==> src/obepm_pkg.sv <==
`timescale 1ns / 1ps
// ----------------------------------------------------------------------------
// obepm_pkg: shared types and constants of the exact-price order matcher
// Request and response beats, result kinds, controller/datapath command and status.
// ----------------------------------------------------------------------------
package obepm_pkg;

   localparam int unsigned ID_W    = 16;
   localparam int unsigned INSTR_W = 16;
   localparam int unsigned QTY_W   = 31;
   localparam int unsigned PRICE_W = 31;
   localparam int unsigned OWNER_W = 16;
   localparam int unsigned SESS_W  = 64;
   localparam int unsigned KIND_W  = 3;

   localparam logic CMD_SUBMIT = 1'b0;
   localparam logic CMD_CANCEL = 1'b1;

   localparam logic [KIND_W-1:0] KIND_TRADE     = 3'd0;
   localparam logic [KIND_W-1:0] KIND_ACCEPTED  = 3'd1;
   localparam logic [KIND_W-1:0] KIND_REJECTED  = 3'd2;
   localparam logic [KIND_W-1:0] KIND_CANCEL_OK = 3'd3;
   localparam logic [KIND_W-1:0] KIND_NOT_FOUND = 3'd4;
   localparam logic [KIND_W-1:0] KIND_NOT_OWNER = 3'd5;
   localparam logic [KIND_W-1:0] KIND_GONE      = 3'd6;

   typedef struct packed {
      logic               cmd;
      logic               is_buy;
      logic [INSTR_W-1:0] instrument;
      logic [QTY_W-1:0]   qty;
      logic [PRICE_W-1:0] price;
      logic [OWNER_W-1:0] owner;
      logic [SESS_W-1:0]  session;
      logic [ID_W-1:0]    cancel_id;
   } req_type;

   typedef struct packed {
      logic [KIND_W-1:0]  kind;
      logic [ID_W-1:0]    assigned_id;
      logic [INSTR_W-1:0] instrument_res;
      logic [QTY_W-1:0]   qty_res;
      logic [PRICE_W-1:0] price_res;
      logic [OWNER_W-1:0] buy_owner;
      logic [SESS_W-1:0]  buy_sess;
      logic [OWNER_W-1:0] sell_owner;
      logic [SESS_W-1:0]  sell_sess;
      logic               last;
   } rsp_type;

   // controller to datapath
   typedef struct packed {
      logic capture;     // latch request, clear scan index
      logic read_slot;   // read slot at scan index (or cancel target)
      logic eval_slot;   // evaluate read data, maybe emit trade
      logic book;        // write new order, emit accept
      logic reject;      // emit reject
      logic cancel_eval; // decide cancel result from read data
      logic not_found;   // emit not found
   } ctl_type;

   // datapath to controller
   typedef struct packed {
      logic is_cancel;
      logic full;
      logic in_range;
      logic scan_done;
   } sts_type;

endpackage

==> src/obepm_ctrl.sv <==
`timescale 1ns / 1ps
// ----------------------------------------------------------------------------
// obepm_ctrl: command sequencer of the order matcher
// Steps a submit through the slot scan and booking, a cancel through its checks.
// ----------------------------------------------------------------------------
module obepm_ctrl
   import obepm_pkg::*;
(
   input  logic    clock,
   input  logic    reset,
   input  logic    start,
   input  sts_type sts,
   output logic    busy,
   output ctl_type ctl
);

   typedef enum logic [4:0] {
      ST_IDLE   = 5'b00001,
      ST_DECODE = 5'b00010,
      ST_READ   = 5'b00100,
      ST_EVAL   = 5'b01000,
      ST_CEVAL  = 5'b10000
   } state_type;

   state_type state_ff, state_in;

   always_comb begin
      state_in = state_ff;
      ctl      = '0;
      unique case (state_ff)
         ST_IDLE: begin
            if (start) begin
               ctl.capture = 1'b1;
               state_in    = ST_DECODE;
            end
         end
         ST_DECODE: begin
            if (sts.is_cancel) begin
               if (sts.in_range) begin
                  ctl.read_slot = 1'b1;
                  state_in      = ST_CEVAL;
               end else begin
                  ctl.not_found = 1'b1;
                  state_in      = ST_IDLE;
               end
            end else if (sts.full) begin
               ctl.reject = 1'b1;
               state_in   = ST_IDLE;
            end else begin
               state_in = ST_READ;
            end
         end
         ST_READ: begin
            if (sts.scan_done) begin
               ctl.book = 1'b1;
               state_in = ST_IDLE;
            end else begin
               ctl.read_slot = 1'b1;
               state_in      = ST_EVAL;
            end
         end
         ST_EVAL: begin
            ctl.eval_slot = 1'b1;
            state_in      = ST_READ;
         end
         ST_CEVAL: begin
            ctl.cancel_eval = 1'b1;
            state_in        = ST_IDLE;
         end
         default: begin
            state_in = ST_IDLE;
         end
      endcase
   end

   always_ff @(posedge clock) begin
      if (reset) begin
         state_ff <= ST_IDLE;
      end else begin
         state_ff <= state_in;
      end
   end

   assign busy = state_ff != ST_IDLE;

endmodule

==> config.mk <==
export PLATFORM = sky130hd
export DESIGN_NAME = obepm_ctrl
export DESIGN_NICKNAME = d
export VERILOG_FILES = /design/src/obepm_pkg.sv /design/src/obepm_ctrl.sv
export SDC_FILE = /design/constraint.sdc
export NUM_CORES = 1
export LEC_CHECK = 0
export BUFFER_PORTS_ARGS = -buffer_cell sky130_fd_sc_hd__buf_4
export CORE_AREA = 2 2 39 41
export CTS_BUF_LIST = sky130_fd_sc_hd__clkbuf_2
export CTS_CLUSTER_DIAMETER = 60
export DETAILED_ROUTE_END_ITERATION = 10
export DIE_AREA = 0 0 41 43
export HOLD_SLACK_MARGIN = 0.1
export PLACE_DENSITY = 0.47
export SYNTH_ARGS = -nofsm -noshare
export SYNTH_HDL_FRONTEND = slang
export SYNTH_SLANG_ARGS = --single-unit
==> constraint.sdc <==
create_clock -name clock -period 1.49 [get_ports clock]
set_input_delay 0.447 -clock clock [delete_from_list [all_inputs] [get_ports clock]]
set_output_delay 0.447 -clock clock [all_outputs]
set_load 0.05 [all_outputs]
Word-level counts from Yosys, hierarchy flattened
Index checks and enable logic that the tools add are counted.

word-level totals
  bits in registers = 5
  input bits = 7
  output and inout port bits = 8
  logic and storage cells = 30

cells by class
  equal/unequal tests = 7
  muxes and demuxes = 22

operators with widths
  cell                                                                   count
  5-bit case mux with 4 select lines                                     1
  1-bit 2-to-1 mux                                                       15
  5-bit 2-to-1 mux                                                       3
  5-bit by 1-bit equality test with 1-bit output, second input constant  1
  5-bit by 2-bit equality test with 1-bit output, second input constant  1
  5-bit by 3-bit equality test with 1-bit output, second input constant  1
  5-bit by 4-bit equality test with 1-bit output, second input constant  1
  5-bit equality test, second input constant                             1
  5-bit by 1-bit != test with 1-bit output, second input constant        1
  4-bit 2-to-1 mux                                                       1
  3-bit 2-to-1 mux                                                       1
  2-bit != test, second input constant                                   1
  1-bit case mux with 2 select lines                                     1

Logic depth before layout (Yosys ltp)
Gate-level depths: netlist of run 1.

  depth after elaboration = 3
  depth in mapped cells = 3
  gate-level depth less buffers = 3

Worst setup path before layout of run 1
OpenSTA, ideal clock, no wires.

  kind = flip-flop to output port
  from = register state_ff[2]
  to = output port ctl[2] in the netlist's numbering
  arrival = 1.928 ns
  required time = 1.043 ns
  setup slack = -0.885 ns
  stages on the path, launching flop included = 4
  buffers on the path = 0
  path through = dfxtp_1 > nor3_1 > nand3b_1 > nor3b_1

RTL lines
  what                    line              RTL
  start, declared         obepm_ctrl.sv:25  state_type state_ff, state_in;
  start signal, assigned  obepm_ctrl.sv:80  state_ff <= state_in;
  end, declared           obepm_ctrl.sv:14  output ctl_type ctl

==> results of run 1 <==
[layout make-up]
type | instances | share of cell area
inverters | 4 | 0.02027
flip-flops and latches | 5 | 0.1520
well taps | 16 | 0.02703
clock buffers | 4 | 0.02703
repair buffers | 32 | 0.3851
multi-input cells | 30 | 0.3885
[repair_timing]
action / 4_1_cts / 5_1_grt
resized for setup: 13 / 13
pin swaps: 4 / 4
setup buffers: 1 / 4
hold buffers: 0 / 0
endpoints found under the setup margin: 8 / 11
[through the flow]
stage / power, µW / hold slack [ps] / instance area, µm² / TNS [ps] / worst slack [ps]
2_1_floorplan: 210.2 / 506.2 / 374.1 / -1236 / -315.8
3_3_place_gp: 262.2 / 582.1 / 604.3 / -962.1 / -226.0
3_5_place_dp: 262.4 / 564.5 / 604.3 / -903.7 / -210.4
4_1_cts: 393.6 / 402.2 / 674.4 / -2478 / -405.4
5_1_grt: 416.3 / 393.3 / 740.7 / -3133 / -462.3
6_report: 393.8 / 413.5 / 740.7 / -2296 / -392.9
[cell families after synthesis]
| group | count (synthesis) | synth area share |
|---|---|---|
| AO/OA/AOI/OAI | 7 | 0.1729 |
| flip-flops | 5 | 0.3008 |
| AND/OR/NAND/NOR | 22 | 0.4548 |
| buffers and inverters | 4 | 0.04510 |
| XOR/XNOR | 1 | 0.02632 |
[cell usage after synthesis (2+ instances only)]
master,instances
sky130_fd_sc_hd__o21ai_0,2
sky130_fd_sc_hd__inv_1,4
sky130_fd_sc_hd__nor3b_1,2
sky130_fd_sc_hd__nand3b_1,2
sky130_fd_sc_hd__nand4b_1,2
sky130_fd_sc_hd__nor3_1,5
sky130_fd_sc_hd__nor2_1,4
sky130_fd_sc_hd__dfxtp_1,5
[routing by layer]
metal,vias to the layer above,GRT usage,wire length (µm)
met3,2,0.03665,51
li1,217,-,-
met4,0,0.08000,13
met5,-,0,0
met1,203,0.1650,386
met2,14,0.2250,595
[path summary, 6_finish.rpt]
kind	slack, ps	end	start	cells past startpoint
hold reg to reg	550	state_ff[2]	state_ff[0]	2
hold / removal	410	state_ff[3]	sts[0]	2
setup / recovery	-390	ctl[6]	state_ff[3]	4
setup reg to reg	-10	state_ff[2]	state_ff[3]	5
[critical path, cell delays in order, from the launching register on]
cell and delay, ps:
sky130_fd_sc_hd__dfxtp_4 360, sky130_fd_sc_hd__or3_4 380, sky130_fd_sc_hd__or2_4 250, sky130_fd_sc_hd__nor2_4 90, sky130_fd_sc_hd__buf_8 150
[report_power, final]
part           switching (µW)  leakage (µW)  internal [µW]
sequential               4.96     0.0000428            133
combinational            66.6      0.000296           63.0
clock                    55.1     0.0000166           71.0
==> run summary, run 1 <==
The final RePlAce weighted congestion is 0.6494. The category of the worst setup path launch point is a flip-flop. The area of the placeable core came out at 1384 µm².

The number of max-cap violations came out at 0. The site row count came out at 14. The number of top-level design ports is 15. The total routed wirelength came out at 1046 µm.

TritonCTS built the clock tree. The data arrival time of the critical path is 1440 ps. Between clock sinks in the finished design, the worst skew comes to 1.901 ps.

The pin count of the biggest net entering global routing is 7. Of all nets on the critical path, the largest fanout is 4. The number of nets in the layout came out at 83. The number of design rule violations left after detail routing is 0. The die span in y is 43 µm. The yosys synthesis warning count is 0. In the layout the commonest cells are sky130_fd_sc_hd__buf_4, sky130_fd_sc_hd__buf_6, sky130_fd_sc_hd__nor3_1, sky130_fd_sc_hd__clkbuf_2, sky130_fd_sc_hd__dfxtp_4.

The worst pin sits at a relative slew slack of 0.8070. The required arrival time at the worst endpoint is 1040 ps. The top achievable clock speed came out at 531.1 MHz. The number of flip-flops in the largest register is 5. The number of vias per cell after detailed routing came out at 4.791. The post-synthesis instance area is 332.8 µm². The number of inserted diodes came out at 0.

The via count of the first global-routing pass came out at 432. The count of input and output buffers came out at 14. The number of optimization iterations in the first detailed-route pass is 2. The share of async-settable or async-resettable flops after synthesis is 0. The flow ran to the end, but the final reports show violations. In the synthesized netlist the dominant register cell turns out to be sky130_fd_sc_hd__dfxtp_1. The net count of the mapped netlist came out at 46. The hold violation count in the final report was 0. Yosys mapped the design onto 21 distinct sky130hd cell types.

The count of state elements after synthesis came out at 5. The floorplan die width came out at 41 µm. The footprint of the multi-input gates came out at 287.8 µm².

The number of clock sinks is 5. Counting flops per register, the top entry is state_ff. The static leakage came out at 0.0003550 µW.

The global-route usage over all layers came out at 0.1429. The overflow left after global routing is 0. The number of clock buffers inserted by TritonCTS is 3. The via count of the routed design is 436. The final critical-path share of the clock period is 1.264.

A synthesized cell averages 8.534 µm². For the pin with the worst max-slew slack, the measured transition is 287.8 ps. The largest buffer count on any clock path is 2. The die covers 1763 µm².

The largest total area in the synthesized netlist belongs to sky130_fd_sc_hd__dfxtp_1. The utilization after layout is 0.5353. The post-detailed-route count of antenna-violating nets came out at 0. The root buffer cell chosen for the clock tree is sky130_fd_sc_hd__clkbuf_2. Sorting the synthesized cells by area gives the leading types as sky130_fd_sc_hd__dfxtp_1, sky130_fd_sc_hd__nor3_1, sky130_fd_sc_hd__nor4_4. The detailed-route wire length per cell is 11.49 µm. After the first detailed-routing iteration, the DRC count stood at 1. CTS built an H-tree with a depth of 1. The number of antenna violations at the first check in global routing came out at 0. Across the VDD grid, the largest voltage drop is 0.2672 mV. The non-filler instance count after layout came out at 91. The final max-slew violation count came out at 0. Once routing completed, OpenROAD measured the worst setup slack at -392.9 ps. For this configuration, the core starts out at a cell density of 0.2405. The layout has 143 filler cells. Dividing total power by cell area gives a power density of 531.6 nW/µm². The fraction of synthesized cell area taken by the top area cell type is 0.3008. The number of placed instances with taps included is 83. The sequential cells in the finished layout cover a total of 112.6 µm².

STA classifies the critical path endpoint as a primary output. The estimated wirelength of the detail-placed design came out at 740.5 µm. Setup repair after global routing could not meet its margin everywhere. Counting flops with a built-in enable in the synthesized netlist gives 0.

The clock transition time at the flip-flop clock pins of the worst setup and hold paths is 50 ps. Synthesis handed over a netlist of 39 instances. The layout cell share with drive strength beyond 1 came out at 0.7467. The share of synthesized area occupied by flip-flops and latches is 0.3008.

The clock insertion delay at the later pin of the skew report came out at 220 ps. The largest registers in the layout are state_ff (5). The checks that failed: setup timing. The min-delay analysis places its worst path in the category in -> reg.

The number of setup violations in the final report is 9. The library cell used most frequently in the layout, excluding fill and tap cells, is sky130_fd_sc_hd__buf_4. The category of the critical setup timing path is reg -> out. The final critical-path required period is 1883 ps. The first global-routing pass estimated 1690 µm of wire. The area added between synthesis and finish is 122.6%.
Power figures use the tool's default switching activity.
==> run 2, diff against run 1 <==
--- a/config.mk
+++ b/config.mk
@@ -5,14 +5,15 @@
 export SDC_FILE = /design/constraint.sdc
 export NUM_CORES = 1
 export LEC_CHECK = 0
-export BUFFER_PORTS_ARGS = -buffer_cell sky130_fd_sc_hd__buf_4
 export CORE_AREA = 2 2 39 41
 export CTS_BUF_LIST = sky130_fd_sc_hd__clkbuf_2
 export CTS_CLUSTER_DIAMETER = 60
 export DETAILED_ROUTE_END_ITERATION = 10
 export DIE_AREA = 0 0 41 43
+export DONT_BUFFER_PORTS = 1
 export HOLD_SLACK_MARGIN = 0.1
-export PLACE_DENSITY = 0.47
+export PLACE_DENSITY = 0.41
+export SLEW_MARGIN = 40
 export SYNTH_ARGS = -nofsm -noshare
 export SYNTH_HDL_FRONTEND = slang
 export SYNTH_SLANG_ARGS = --single-unit
==> run summary, run 2 (synthesis results as in run 1) <==
The largest registers in the layout are state_ff (5). The final critical-path required period came out at 1930 ps (+46.73 ps). The number of nets in the layout came out at 76 (-8.4%). The worst hold slack came out at 282.5 ps (-131.1 ps). The post-detailed-route count of antenna-violating nets came to 0 (unchanged).

The first-pass GRT wire length is 1745 µm (+3.3%). The DRC marker count from the first detailed-route iteration is 5 (+4). The initial cell density of the core came to 0.2405 (unchanged). The global-route usage over all layers is 0.1558 (+0.01292). Setup repair after global routing could not meet its margin everywhere. The site row count is 14 (unchanged).

The area taken by flip-flops and latches came to 111.4 µm² (-1.1%). The critical path launch point is state_ff[3]. The layout cell share with drive strength beyond 1 is 0.7500 (+0.003333).

The fraction of power consumed by combinational cells is 0.309 (-0.020). The power dissipated by switching net loads came out at 124.1 µW (-2.0%). The final RePlAce weighted congestion came out at 0.7131 (+9.8%). The area of the placeable core came to 1384 µm² (unchanged). The overflow left after global routing is 0 (unchanged). The largest buffer count on any clock path came out at 2 (unchanged).

The number of vias per cell after detailed routing was 5.071 (+5.8%). The hold violation count in the final report was 0 (unchanged). The count of input and output buffers is 0 (-14). The tree is rooted in a sky130_fd_sc_hd__clkbuf_2. The die span in y came to 43 µm (unchanged).

The startpoint of the most critical hold path is sts[0]. The startpoint identified for the worst register-to-register timing path is state_ff[3]. The normalized max-slew margin is 0.8284 (+0.02145). The clock group share of total power came to 0.330 (+0.010). The number of setup violations in the final report is 9 (unchanged). The fill cell total of the finished layout was 127 (-11%).

The via count of the routed design came out at 426 (-2.3%). The sum of internal, switching and leakage power is 390.3 µW (-0.87%). The checks that failed: setup timing. By startpoint and endpoint, the worst setup path is classified as reg -> out. The kind of cell with the highest combined delay on the critical path is simple AND/OR/NAND/NOR gates. The clock transition time at the flip-flop clock pins of the worst setup and hold paths came to 60 ps (about the same). The number of flip-flops in the largest register came out at 5 (unchanged). The number of max-cap violations came out at 0 (unchanged). The total routed wirelength is 1191 µm (+14%). The area added between synthesis and finish is 122.2%.

The via count of the first global-routing pass came out at 465 (+7.6%). The top achievable clock speed is 518.2 MHz (-2.4%). The detailed-route wire length per cell came out at 14.18 µm (+23%).

The share of total power consumed by net switching is 0.3179 (-0.003660). The number of clock sinks came out at 5 (unchanged). The placement-stage worst setup slack is -184.5 ps (+25.94 ps).

The utilization after layout is 0.5344 (-0.0009040). The setup slack after layout came out at -439.6 ps (-46.72 ps). The final critical-path share of the clock period is 1.295 (+0.03136). The areal power density over the cells is 527.9 nW/µm² (-0.70%).

The register bank with the most flops is state_ff. The quantity of hold-fixing buffers added after cts came out at 0 (unchanged). The final max-slew violation count was 0 (unchanged). The level count of the clock H-tree came out at 1 (unchanged). Traced cell by cell, the critical path runs through or3_4 -> or2_4 -> nor2_4 -> buf_12. The maximum single-stage delay on the critical path came out at 390 ps (about the same). The flow ran to the end, but the final reports show violations. The cell type of the slowest stage on the worst timing path is sky130_fd_sc_hd__or3_4. The number of inserted diodes is 0 (unchanged). The clock insertion delay at the later pin of the skew report came out at 220 ps (about the same). The static leakage came to 0.0003275 µW (-7.8%). Leaving out fill and tap cells, the most frequent cells in the layout are sky130_fd_sc_hd__buf_4, sky130_fd_sc_hd__buf_6, sky130_fd_sc_hd__buf_12. The class of the tightest hold or removal check is in -> reg. The fraction of power consumed by sequential logic came out at 0.361 (+0.010). The pin count of the biggest net entering global routing came out at 7 (unchanged).

The number of antenna violations at the first check in global routing came out at 0 (unchanged). The estimated wirelength of the detail-placed design came out at 797.5 µm (+7.7%). The type of element capturing the critical path is a primary output. The number of top-level design ports is 15 (unchanged). The area of the die was 1763 µm² (unchanged).

The number of optimization iterations in the first detailed-route pass came out at 4 (+2). The library cell used most frequently in the layout, excluding fill and tap cells, is sky130_fd_sc_hd__buf_4. The clock tree from TritonCTS is yes. The worst setup path is launched from a flip-flop.

The cell-internal power came out at 266.2 µW (-0.33%). The footprint of the multi-input gates is 297.8 µm² (+3.5%). The number of design rule violations left after detail routing came out at 0 (unchanged). The number of clock buffers inserted by TritonCTS came out at 3 (unchanged). The maximum fanout along the worst path came out at 4 (unchanged). The slew at the pin closest to its max-slew limit is 255.8 ps (-31.98 ps). The data arrival time of the critical path is 1480 ps (+40 ps).

The required arrival time at the worst endpoint is 1040 ps (about the same). The maximum VDD drop was 0.2438 mV (-8.8%). The clock skew after layout came out at 8.274 ps (+6.373 ps).

The count of buffering cells on the critical path with inverters included came out at 1 (unchanged). The floorplan die width came out at 41 µm (unchanged).
[run 2: cell types whose count changed in the layout (fill, tap and decap cells not counted), sizes merged]
cell and delta:
buf -7
[run 2: per-layer routing]
metal,track usage,part of all wire,vias to the layer above
li1,-,-,204
met3,0.05236,0.046,6
met4,0.1400,0.044,0
met1,0.1484,0.31,199
met5,0,0,-
met2,0.2438,0.60,17
[run 2: timing repair]
item | CTS | global route
gates resized for setup | 15 | 7
setup endpoints to repair | 9 | 12
pin swaps | 4 | 2
buffers inserted | 8 | 1
[run 2: layout make-up]
cell class / instances / share of cell area
Multi-Input combinational cell: 30 / 0.4027
Inverter: 4 / 0.02369
Tap cell: 16 / 0.02707
Sequential cell: 5 / 0.1506
Timing Repair Buffer: 25 / 0.3689
Clock buffer: 4 / 0.02707
[run 2: power by group through the flow]
| stage | Clock, µW | Combinational, µW | Sequential [µW] |
|---|---|---|---|
| 6_report | 129 | 121 | 141 |
| 5_1_grt | 152 | 128 | 141 |
| 4_1_cts | 135 | 115 | 143 |
| 3_5_place_dp | 0 | 106 | 145 |
| 3_3_place_gp | 0 | 105 | 145 |
| 2_1_floorplan | 0 | 64.7 | 145 |
[run 2: final timing paths]
| path | cells after the start | slack, ps | to |
|---|---|---|---|
| worst min-delay path | 1 | 280 | state_ff[3] |
| worst min register to register | 2 | 590 | state_ff[2] |
| worst max-delay path | 4 | -440 | ctl[6] |
| worst max register to register | 5 | -20 | state_ff[2] |
[run 2: through the flow]
step | area, µm² | setup TNS, ps | std cells
finish | 739.5 | -2355 | 84
global route | 739.5 | -2962 | 84
global placement | 584.3 | -694.6 | 72
CTS | 703.2 | -2430 | 83
detailed placement | 584.3 | -736.2 | 72
floorplan | 374.1 | -1236 | 39
